File: config.mk
export PLATFORM = sky130hd
export DESIGN_NAME = e2q_front
export DESIGN_NICKNAME = d
export VERILOG_FILES = /design/src/hdl/e2q_pkg.sv /design/src/hdl/e2q_front.sv
export SDC_FILE = /design/constraint.sdc
export NUM_CORES = 1
export LEC_CHECK = 0
export ABC_AREA = 1
export BUFFER_PORTS_ARGS = -buffer_cell sky130_fd_sc_hd__clkbuf_2
export CAP_MARGIN = 20
export CORE_ASPECT_RATIO = 1.1
export CORE_UTILIZATION = 55
export DETAILED_ROUTE_END_ITERATION = 16
export MAX_ROUTING_LAYER = met4
export PLACE_DENSITY = 0.79
export SLEW_MARGIN = 20
export SYNTH_ARGS = -nofsm -noshare
export SYNTH_HDL_FRONTEND = slang
export SYNTH_SLANG_ARGS = --single-unit
File: constraint.sdc
create_clock -name clk -period 4.6 [get_ports clk]
set_input_delay 0 -clock clk [delete_from_list [all_inputs] [get_ports clk]]
set_output_delay 0 -clock clk [all_outputs]
set_load 0.01 [all_outputs]
File: src/hdl/e2q_pkg.sv
// Shared constants, types and functions for the Euler angle to quaternion converter.
package e2q_pkg;

	localparam int ANGLE_WIDTH = 16;
	localparam int COMPONENT_FRAC_BITS = 14;
	localparam int CORDIC_STEPS = 16;
	localparam int FIELD_WIDTH = 16;
	localparam int CS_WIDTH = 32;
	localparam int PHASE_WIDTH = 33;
	localparam int QUEUE_DEPTH = 4;
	localparam int QUEUE_AW = 2;
	localparam logic signed [CS_WIDTH-1:0] GAIN_Q30 = 32'sd652032874;

	typedef logic signed [FIELD_WIDTH-1:0] field_t;
	typedef logic signed [CS_WIDTH-1:0] cs_t;
	typedef logic signed [PHASE_WIDTH-1:0] phase_t;

	typedef struct packed {
		phase_t roll;
		phase_t pitch;
		phase_t yaw;
	} half_set_t;

	typedef struct packed {
		logic valid;
		logic pop;
	} queue_ctl_t;

	function automatic phase_t atan_turns(input int i);
		unique case (i)
			0: atan_turns = 33'sd536870912;
			1: atan_turns = 33'sd316933406;
			2: atan_turns = 33'sd167458907;
			3: atan_turns = 33'sd85004756;
			4: atan_turns = 33'sd42667331;
			5: atan_turns = 33'sd21354465;
			6: atan_turns = 33'sd10679838;
			7: atan_turns = 33'sd5340245;
			8: atan_turns = 33'sd2670163;
			9: atan_turns = 33'sd1335087;
			10: atan_turns = 33'sd667544;
			11: atan_turns = 33'sd333772;
			12: atan_turns = 33'sd166886;
			13: atan_turns = 33'sd83443;
			14: atan_turns = 33'sd41722;
			15: atan_turns = 33'sd20861;
			16: atan_turns = 33'sd10430;
			17: atan_turns = 33'sd5215;
			18: atan_turns = 33'sd2608;
			19: atan_turns = 33'sd1304;
			20: atan_turns = 33'sd652;
			21: atan_turns = 33'sd326;
			22: atan_turns = 33'sd163;
			23: atan_turns = 33'sd81;
			24: atan_turns = 33'sd41;
			25: atan_turns = 33'sd20;
			26: atan_turns = 33'sd10;
			27: atan_turns = 33'sd5;
			28: atan_turns = 33'sd3;
			29: atan_turns = 33'sd1;
			30: atan_turns = 33'sd1;
			default: atan_turns = 33'sd0;
		endcase
	endfunction

	// Binary angle to half-angle phase, 2^32 a full turn.
	function automatic phase_t half_phase(input field_t a);
		logic signed [ANGLE_WIDTH-1:0] v;
		v = a[ANGLE_WIDTH-1:0];
		half_phase = phase_t'(v) <<< (31 - ANGLE_WIDTH);
	endfunction

endpackage

File: src/hdl/e2q_front.sv
// Front end: takes a beat, halves the angles and queues them for the back end.
module e2q_front import e2q_pkg::*; (
	input  logic       clk,
	input  logic       arst_n,
	input  logic       start,
	input  field_t     roll_angle,
	input  field_t     pitch_angle,
	input  field_t     yaw_angle,
	input  logic       pop,
	output logic       busy,
	output queue_ctl_t qctl,
	output half_set_t  head
);

	half_set_t mem_q [QUEUE_DEPTH];
	logic [QUEUE_AW-1:0] wr_ptr_q, rd_ptr_q;
	logic [QUEUE_AW:0] count_q;
	logic push;
	logic take;

	assign busy = (count_q == (QUEUE_AW+1)'(QUEUE_DEPTH));
	assign take = start && !busy;
	assign push = take;
	assign qctl.valid = (count_q != '0);
	assign qctl.pop = pop && qctl.valid;
	assign head = mem_q[rd_ptr_q];

	always_ff @(posedge clk) begin
		if (push) begin
			mem_q[wr_ptr_q] <= '{half_phase(roll_angle), half_phase(pitch_angle),
				half_phase(yaw_angle)};
		end
	end

	always_ff @(posedge clk or negedge arst_n) begin
		if (!arst_n) begin
			wr_ptr_q <= '0;
			rd_ptr_q <= '0;
			count_q <= '0;
		end else begin
			if (push) wr_ptr_q <= wr_ptr_q + 1'b1;
			if (qctl.pop) rd_ptr_q <= rd_ptr_q + 1'b1;
			count_q <= count_q + (QUEUE_AW+1)'(push) - (QUEUE_AW+1)'(qctl.pop);
		end
	end

	a_no_overflow: assert property (@(posedge clk) disable iff (!arst_n)
		count_q <= (QUEUE_AW+1)'(QUEUE_DEPTH)) else $error("queue overflow");
	a_busy_full: assert property (@(posedge clk) disable iff (!arst_n)
		busy |-> qctl.valid) else $error("busy while empty");
	a_pop_valid: assert property (@(posedge clk) disable iff (!arst_n)
		(count_q == '0) |-> !qctl.pop) else $error("pop of empty queue");

endmodule

; Yosys cells after proc, flatten, opt, wreduce, memory -nomap -nowiden
; Memory sizes are Yosys's and may differ from the RTL's.
; Cells that the tools add are included.
[classes]
add_sub_neg = 4
n_eq_ne = 1
muxes = 2
reduce_logical = 4
[ops]
columns = cell, count
row1 = $add 2x1->2 const B, 2
row2 = $add 3x1->3, 1
row3 = $eq 3x3->1 const B, 1
row4 = $reduce_bool 3->1, 1
row5 = $sub 3x1->3, 1
row6 = $logic_and 1x1->1, 2
row7 = $mux 1, 2
row8 = $logic_not 1->1, 1
[word_totals]
regBits = 7
mem_bits_rw = 216
in_bits = 52
mem_count = 1
[memory_table]
columns = name, depth, width, read_ports, rd_clocked_by_memory_dff, wr, line
row1 = mem_q, 4, 54, 1, 0, 1, e2q_front.sv:15  ; half_set_t mem_q [QUEUE_DEPTH];

; Depth between registers and ports, before layout
; Gate-level depths: netlist of the first run.
[depth]
depth_word = 5
ltp_mapped = 12
depth_no_buf = 12

; Worst setup path before layout of the first run
; OpenSTA, ideal clock, no wires.
[synth_timing]
kind = reg2reg
startpoint = register count_q[1]
endpoint = memory mem_q[0][0] in the netlist's numbering, enable pin
setup_time_ps = 454
arrival_ps = 2737
required_ps = 4146
setup_slack_ps = 1409
path_stages_with_launch = 5
synth_period_minus_slack_ps = 3191
cell_sequence = dfrtp_1 > nor2_1 > nand2_1 > nand2_1 > nor2_1
[synth_between]
elab_chain_len = 5
[synth_rtl]
columns = item, line
row1 = start: declaration, e2q_front.sv:17  ; logic [QUEUE_AW:0] count_q;
row2 = start signal: assignment, e2q_front.sv:43  ; count_q <= count_q + (QUEUE_AW+1)'(push) - (QUEUE_AW+1)'(qctl.pop);
row3 = $eq 3x3->1, e2q_front.sv:21  ; assign busy = (count_q == (QUEUE_AW+1)'(QUEUE_DEPTH));
row4 = $logic_not 1->1, e2q_front.sv:22  ; assign take = start && !busy;
row5 = $logic_and 1x1->1, e2q_front.sv:22
row6 = $mux 1, e2q_front.sv:29  ; if (push) begin
row7 = $mux 1 (implied by the code), e2q_front.sv:30  ; mem_q[wr_ptr_q] <= '{half_phase(roll_angle), half_phase(pitch_angle),
row8 = end: declaration, e2q_front.sv:15
; Every way passes these cells.

==> results_dict.tcl, run 1 <==
set metrics [dict create \
    min_from "yaw_angle[14]" \
    hold_viol 0 \
    critPathTopFamily "flip-flops" \
    antenna_found_initial 0 \
    grt_pass1_vias 5023 \
    netSwitchingPower_w 0.00218 \
    grt_first_pass_wirelength_um 25100 \
    avgSynthCellArea_um2 11.6 \
    synth_top_area_share_pct 69.2 \
    skew_ps 5.77 \
    rsz0062_at_grt "false" \
    critical-path-slowest-cell "dfrtp_4" \
    worstPathRequired_ps 4600 \
    cell_internal_pwr_w 0.00403 \
    cts_tree "done" \
    worst-r2r-cell-count 5 \
    path_cells "buf_4 > nor2_1 > nor2_1 > o21ai_0 > nand2_1 > clkbuf_2" \
    cts_hold_buf 52 \
    ant_nets 0 \
    slew_headroom_pct 28.0 \
    htree_num_levels 4 \
    rrSetupSlack_ps 1980 \
    viasPerCell 4.94 \
    synth.distinct_cells 17 \
    path_max_fanout 86 \
    fp.coreArea_um2 14600 \
    drc 0 \
    io_pins 154 \
    portBuffers 108 \
    track_usage_pct 21.7 \
    synth-edff-count 192 \
    drt-initial-drc-count 378 \
    outcome "complete, no violations" \
    post-route-min-period_ps 2710 \
    grt_overflow 0 \
    critPathBufInv 2 \
    first_pass_iters 5 \
    dp_hpwl_um 8760 \
    worstSetupPathType "reg2out" \
    gp_congestion 0.732 \
    synth_common_cells "192 x edfxtp_1, 163 x nand2_1, 101 x nor2_1, 72 x o21ai_0, 63 x inv_1" \
    die_y_um 131 \
    cts_root_buf "clkbuf_16" \
    power.share.clock_pct 25.8 \
    synth-seq-area-share_pct 71.3 \
    p_per_area_nw_per_um2 622 \
    worstHoldEndpoint "mem_q[1][14]" \
    clock_latency_ps 430 \
    drive_gt1_share_pct 17.5 \
    setup_violations 0 \
    hold_path.class "in2reg" \
    maxSlewViolCount 0 \
    rows 46 \
    cp.arrival_ps 2710 \
    period_share_pct 58.9 \
    cts_buffers 17 \
    synthFlopType "edfxtp_1" \
    n_antenna_cell 0 \
    cts.sinks 199 \
    swShare_pct 35.1 \
    syn_inst 719 \
    dp_cells 987 \
    leakagePower_nw 4.17 \
    fmax_mhz 369 \
    hold_depth 2 \
    yosysTopAreaCell "edfxtp_1" \
    area_growth_pct 19.9 \
    ys_top_cells_by_area "edfxtp_1 69%, nand2_1 7.3%, buf_4 4.7%, nor2_1 4.5%, o21ai_0 4.3%" \
    ir_worst_vdd_uv 518 \
    slowest_delay_ps 940 \
    setup.worst_path.start_class "register" \
    initial_core_util_pct 57.0 \
    cts_buffer_depth 2 \
    worstMarginPinSlew_ps 1080 \
    grt_max_degree 87 \
    cap_violations 0 \
    rr_startpoint "count_q[1]" \
    ys_warn_count 0 \
    cts-resized-gates 0 \
    ys_ff_latch 199 \
    fin_cells 1072 \
    ys_async_sr_fraction_pct 3.52 \
    clkTransAtPathRegs_ps 70 \
    cts_post_setup_buffers_inserted 0 \
    die_area_um2 15700 \
    cp_common_cell "nor2_1" \
    end_kind "output port" \
    reg2reg_to "mem_q[3][37]" \
    setup-tns-final_ps 0 \
    pwr-share-seq_pct 41.5 \
    pwr-share-comb_pct 32.8 \
    dieWidth_um 119 \
    worst-path-stages 6 \
    wl_um 15600 \
    synth.most_common_cell "edfxtp_1" \
    fin_nets 926 \
    wl_per_cell_um 14.5 \
    dr_total_vias 5299 \
    syn_area_um2 8340 \
]
## layout by cell type, fill, tap and decap left out, types with 17 or more instances in the layout
master / instances
clkbuf_16: 17
clkbuf_2: 108
conb_1: 45
dlygate4sd3_1: 52
edfxtp_1: 192
inv_1: 63
nand2_1: 163
nor2_1: 97
o21ai_0: 72
o21ai_1: 24
## cell families after synthesis
kind of cell               count (synthesis)  synth area share, %
and+or+nand+nor                          269                 12.2
buffers and inverters                    147                 9.59
AOI/OAI and AO/OA                         96                 5.76
adders and majority gates                  7                 1.14
other                                      1               0.0450
DFF                                      199                 71.3
## worst max-delay path by stage
stage                startpoint            to  slack, ps
floorplan            count_q[1]   mem_q[0][0]       1410
global placement     count_q[1]  mem_q[3][32]       2080
detailed placement   count_q[1]  mem_q[2][46]       1950
CTS                 rd_ptr_q[0]      head[21]       1890
global route        rd_ptr_q[0]      head[60]       1640
finish              rd_ptr_q[0]      head[21]       1890
## stage by stage
stage | power (W) | hold slack (ps) | util [%] | area [um2] | setup WS (ps)
detailed placement | 0.00460 | -154 | 60.2 | 8810 | 1950
global placement | 0.00454 | -149 | 60.2 | 8810 | 2080
floorplan | 0.00399 | -296 | - | 8500 | 1410
global route | 0.00660 | 336 | 68.4 | 10000 | 1640
finish | 0.00622 | 334 | 68.4 | 10000 | 1890
CTS | 0.00624 | 310 | 68.2 | 9980 | 1890
## area by class of cell
class	count	area (um2)
clock buffers	17	425
clock inverters	15	225
fillers	1008	4620
inverters	65	245
multi-input cells	417	1790
flip-flops and latches	199	5940
well taps	192	240
repair buffers	167	1130
## sequential cells by signal (all words and copies together), names as in the netlist
signal    count
count_q       3
wr_ptr_q      2
rd_ptr_q      2
mem_q       192
## metal layers
layer | part of all wire (%) | GRT usage (%) | vias to the layer above
met1 | 41 | 26.1 | 2501
met2 | 52 | 36.5 | 197
met5 | 0 | - | -
met3 | 5.5 | 5.03 | 16
met4 | 1.0 | 6.39 | 0
li1 | - | - | 2585
## power by group through the flow
| stage | Sequential, W | Clock [W] | Combinational, W |
|---|---|---|---|
| 3_3_place_gp | 0.00260 | 0 | 0.00193 |
| 6_report | 0.00258 | 0.00160 | 0.00204 |
| 5_1_grt | 0.00262 | 0.00168 | 0.00230 |
| 2_1_floorplan | 0.00252 | 0 | 0.00148 |
| 3_5_place_dp | 0.00262 | 0 | 0.00198 |
| 4_1_cts | 0.00258 | 0.00162 | 0.00204 |
(Power assumes the default switching activity.)
==> inputs of run 2 (changes only) <==
- clock period: 4.6 -> 2.5 ns (I/O delays scaled with it)
==> run 2 against run 1 <==
Clock-buffer cell count increased by 2. Hold slack improved by 6.7 ps. Wire length decreased by 1.6%. Worst setup slack got worse by 1700 ps. Sequential cell count unchanged. Combinational power increased by 94%. Sequential share of layout area increased by 0.067 points.
==> results_dict.tcl, run 2 (synthesis gave the netlist of run 1 again) <==
set metrics [dict create \
    outcome "complete, no violations" \
    cts.sinks 199 \
    fin_nets 930 \
    rr_startpoint "count_q[1]" \
    post-route-min-period_ps 2280 \
    cap_violations 0 \
    grt_overflow 0 \
    hold_depth 2 \
    clock_latency_ps 420 \
    gr-usage-met1_pct 24.4 \
    wl_um 15300 \
    cp.arrival_ps 2280 \
    slowest_delay_ps 740 \
    worstPathRequired_ps 2500 \
    grt_max_degree 147 \
    initial_core_util_pct 57.0 \
    viasPerCell 4.96 \
    grt_pass1_vias 5128 \
    slew_headroom_pct 30.6 \
    setup_violations 0 \
    area_growth_pct 19.8 \
    ant_nets 0 \
    reg2reg_to "count_q[2]" \
    die_area_um2 15700 \
    use_met2_pct 35.7 \
    maxSlewViolCount 0 \
    critPathBufInv 3 \
    cts_buffer_depth 2 \
    skew_ps 7.51 \
    hold_path.class "in2reg" \
    final_cell_mix "192 x edfxtp_1, 163 x nand2_1, 108 x clkbuf_2" \
    track_usage_pct 20.9 \
    critical-path-slowest-cell "buf_4" \
    dp_cells 992 \
    seqCellArea_um2 5940 \
    fp.coreArea_um2 14600 \
    io_pins 154 \
    rsz0062_at_grt "false" \
    cts_post_setup_buffers_inserted 0 \
    top_usage_layer "met2" \
    p_per_area_nw_per_um2 1130 \
    cts_tree "done" \
    antenna_found_initial 0 \
    ir_worst_vdd_uv 1040 \
    hold_viol 0 \
    path_max_fanout 97 \
    top_register "mem_q" \
    fmax_mhz 438 \
    gp_congestion 0.756 \
    first_pass_iters 4 \
    clkTransAtPathRegs_ps 60 \
    multi_input_area_um2 1790 \
    critPathTopFamily "buffers and inverters" \
    worstHoldEndpoint "mem_q[3][0]" \
    dp_hpwl_um 8260 \
    min_from "yaw_angle[0]" \
    cts_root_buf "clkbuf_16" \
    wl_per_cell_um 14.3 \
    drc 0 \
    setup.worst_path.start_class "register" \
    end_kind "output port" \
    fin_cells 1075 \
    period_share_pct 91.2 \
    portBuffers 108 \
    met3_usage_pct 4.60 \
    largest_reg_flops 192 \
    dieWidth_um 119 \
    n_antenna_cell 0 \
    drive_gt1_share_pct 17.4 \
    rrSetupSlack_ps 470 \
    grt_first_pass_wirelength_um 24200 \
    rows 46 \
    worstMarginPinSlew_ps 1040 \
    path_cells "clkinv_2 > buf_4 > nor2_1 > o21ai_0 > nand2_1 > clkbuf_2" \
    die_y_um 131 \
    cts_buffers 17 \
    worst-r2r-cell-count 11 \
    power_w 0.0113 \
    htree_num_levels 4 \
    leakagePower_nw 4.17 \
    layout_commonest_cell "edfxtp_1" \
    drt-initial-drc-count 371 \
    worstSetupPathType "reg2out" \
    top_regs "mem_q x192, count_q x3" \
    fillers 1039 \
    dr_total_vias 5333 \
]
==> run 2: routing by layer <==
metal	part of all wire [%]	routed length, um
met5	0	0
met4	1.0	158
met3	5.5	851
met2	51	7900
met1	42	6430
==> run 2: cell type report <==
type	count	share of cell area, %
tap	192	2.41
sequential	199	59.5
multi-input combinational	417	17.9
inverter	65	2.46
clock inverter	12	1.77
clock buffer	19	4.34
timing repair buffer	171	11.6
==> run 2: metrics by stage <==
stage	util (%)	setup TNS, ps	area [um2]	worst slack [ps]	hold slack [ps]
finish	68.3	0	9990	219	340
global route	68.3	0	9990	121	332
CTS	68.3	0	9990	291	315
detailed placement	60.6	0	8860	462	-154
global placement	60.6	0	8860	559	-158
floorplan	-	-132710	8500	-691	-296
==> run 2: worst max path at each step <==
stage | from | to | slack (ps) | cells past startpoint
after floorplan | count_q[1] | mem_q[0][0] | -690 | 4
after CTS | rd_ptr_q[1] | head[54] | 290 | 6
after detailed placement | count_q[1] | count_q[2] | 460 | 11
final | rd_ptr_q[1] | head[23] | 220 | 6
after global placement | count_q[1] | count_q[2] | 560 | 11
after global routing | rd_ptr_q[1] | head[64] | 120 | 6
==> run 2: what timing repair did <==
action,4_1_cts,5_1_grt
hold buffers,52,0
gates resized for setup,0,0
hold endpoints to repair,203,0
==> run 2: where the power goes <==
group / internal (W) / total, W / switching, W
Sequential: 0.00440 / 0.00456 / 0.000166
Clock: 0.00167 / 0.00279 / 0.00112
Combinational: 0.00128 / 0.00396 / 0.00268
Total: 0.00734 / 0.0113 / 0.00397
==> inputs of run 3 (changes only) <==
- ABC_AREA: 1 -> not set
- PLACE_DENSITY: 0.79 -> 0.8
==> run 3 against run 2 <==
Hold slack lost 13 ps. Critical path depth grew 2. Clock skew shrank 0.99 ps. Non-clock buffer count shrank 2. Synthesized cell count shrank 52%. Cell count shrank 34%. Sequential power grew 5.0%. Wire length shrank 15%. Worst setup slack gained 81 ps. Cell area shrank 5.0%. Via count shrank 31%. Critical path type is now reg2reg.
==> results_dict.tcl, run 3 <==
set metrics [dict create \
    synth.distinct_cells 22 \
    ys_async_sr_fraction_pct 3.52 \
    layout_commonest_cell "edfxtp_1" \
    n_antenna_cell 0 \
    die_area_um2 14700 \
    cell_internal_pwr_w 0.00751 \
    hold_viol 0 \
    period_share_pct 88.0 \
    initial_core_util_pct 56.6 \
    final_cell_mix "192 x edfxtp_1, 108 x clkbuf_2, 52 x dlygate4sd3_1" \
    synth-edff-count 192 \
    antenna_found_initial 0 \
    dr_total_vias 3691 \
    synth_common_cells "192 x edfxtp_1, 52 x buf_4, 48 x mux4_2, 7 x dfrtp_1, 6 x ha_1" \
    clock_latency_ps 430 \
    path_max_fanout 8 \
    io_pins 154 \
    netSwitchingPower_w 0.00304 \
    top_register "mem_q" \
    skew_ps 6.52 \
    viasPerCell 5.18 \
    p_per_area_nw_per_um2 1110 \
    rsz0062_at_grt "false" \
    area_growth_pct 21.1 \
    swShare_pct 28.8 \
    drc 0 \
    clkTransAtPathRegs_ps 70 \
    outcome "complete, no violations" \
    setup.worst_path.start_class "register" \
    largest_reg_flops 192 \
    ys_ff_latch 199 \
    cts_tree "done" \
    fmax_mhz 455 \
    cts_root_buf "clkbuf_16" \
    cts_buffers 17 \
    worstSetupPathType "reg2reg" \
    dp_hpwl_um 7480 \
    grt_pass1_vias 3857 \
    dieWidth_um 116 \
    first_pass_iters 4 \
    drive_gt1_share_pct 37.6 \
    ir_worst_vdd_uv 743 \
    ys_top_cells_by_area "edfxtp_1 74%, mux4_2 14%, buf_4 5.0%, dfrtp_1 2.2%, buf_12 1.3%" \
    power.share.clock_pct 25.0 \
    rows 45 \
    pwr-share-seq_pct 45.4 \
    fin_nets 572 \
    cts.sinks 199 \
    cts_buffer_depth 2 \
    setup_violations 0 \
    drt-initial-drc-count 236 \
    cts_post_setup_buffers_inserted 0 \
    portBuffers 108 \
    pwr-share-comb_pct 29.6 \
    maxSlewViolCount 0 \
    ant_nets 0 \
    synth-seq-area-share_pct 75.8 \
    fp.coreArea_um2 13900 \
    cap_violations 0 \
    grt_first_pass_wirelength_um 19900 \
    setup-tns-final_ps 0 \
    yosysTopAreaCell "edfxtp_1" \
    die_y_um 127 \
    end_kind "register" \
    grt_overflow 0 \
    wl_um 13000 \
    hold_path.class "in2reg" \
    worstMarginPinSlew_ps 584 \
    top_regs "mem_q x192, count_q x3" \
    leakagePower_nw 3.43 \
    cp.arrival_ps 2510 \
    slew_headroom_pct 61.1 \
    ys_warn_count 0 \
    gp_congestion 0.719 \
    synth.most_common_cell "edfxtp_1" \
    syn_area_um2 7830 \
    worstPathRequired_ps 2810 \
    avgSynthCellArea_um2 22.8 \
    post-route-min-period_ps 2200 \
    wl_per_cell_um 18.3 \
    final_util_pct 68.5 \
    synth_top_area_share_pct 73.6 \
    syn_inst 343 \
    htree_num_levels 4 \
    grt_max_degree 49 \
    synthFlopType "edfxtp_1" \
    track_usage_pct 19.6 \
]
run 3: cell count changes in the layout (fill, tap and decap cells not counted), sizes merged, moves of 3 or more:
cell    previous run  this run
nand2            163         1
nor2             101         0
o21ai             96         0
inv               65         5
mux4               0        48
nand3              5         0
and3b              0         4
clkinv             4         8
nand2b             0         4
xnor2              0         3
run 3: metal layers:
| metal | GRT usage, % | routed length [um] | vias up |
|---|---|---|---|
| met4 | 7.47 | 237 | 0 |
| met2 | 31.8 | 6860 | 117 |
| met1 | 23.1 | 5270 | 1914 |
| li1 | - | - | 1642 |
| met5 | - | 0 | - |
| met3 | 5.98 | 628 | 18 |
run 3: worst paths after layout:
path	from	to	slack [ps]	cells past startpoint
worst max-delay path	count_q[1]	count_q[2]	300	8
worst min-delay path	yaw_angle[6]	mem_q[0][6]	330	2
worst max register to register	count_q[1]	count_q[2]	300	8
worst min register to register	wr_ptr_q[1]	wr_ptr_q[1]	640	2
max in group asynchronous	arst_n	rd_ptr_q[0]	1710	3
min in group asynchronous	arst_n	wr_ptr_q[1]	520	3
run 3: cell type report:
type / count / area, um2
Sequential cell: 199 / 5950
Inverter: 5 / 18.8
Clock buffer: 17 / 425
Fill cell: 872 / 4360
Multi-Input combinational cell: 121 / 1520
Tap cell: 188 / 235
Timing Repair Buffer: 169 / 1200
Clock inverter: 13 / 139
run 3: worst max-delay path, cell delays in order, from the launching register on:
cell	delay, ps
dfrtp_1	480
o31a_1	380
ha_1	310
inv_1	70
ha_1	140
inv_1	50
fa_1	370
xnor2_1	150
xnor2_1	130
run 3: through the flow:
stage	instance area, um2	total power, W	setup slack, ps	cells	hold WS, ps
final	9490	0.0105	300	712	327
after CTS	9490	0.0107	229	712	312
after floorplan	8000	0.00704	187	387	-296
after global placement	8410	0.00791	403	630	-159
after detailed placement	8410	0.00799	285	630	-150
after global routing	9490	0.0111	154	712	324
run 3: repair_timing:
action                    CTS  global route
hold endpoints to repair  203             0
resized for setup           0             0
hold buffers               52             0
run 3: power groups by stage:
stage               combinational [W]  clock, W  sequential, W
finish                        0.00312   0.00263        0.00479
global route                  0.00339   0.00279        0.00488
CTS                           0.00320   0.00268        0.00482
detailed placement            0.00311         0        0.00488
global placement              0.00309         0        0.00482
floorplan                     0.00242         0        0.00463
run 3: logic make-up (layout without fill, tap and decap cells):
group	count (synthesis)	in the layout	synth area share, %
AO/OA/AOI/OAI	4	4	0.415
XOR/XNOR	4	4	0.447
adder cells (fa/ha/maj)	7	7	1.21
buffers and inverters	67	204	6.90
flip-flops	199	199	75.8
multiplexers	48	48	13.8
other	1	45	0.0479
AND/OR/NAND/NOR	13	13	1.34
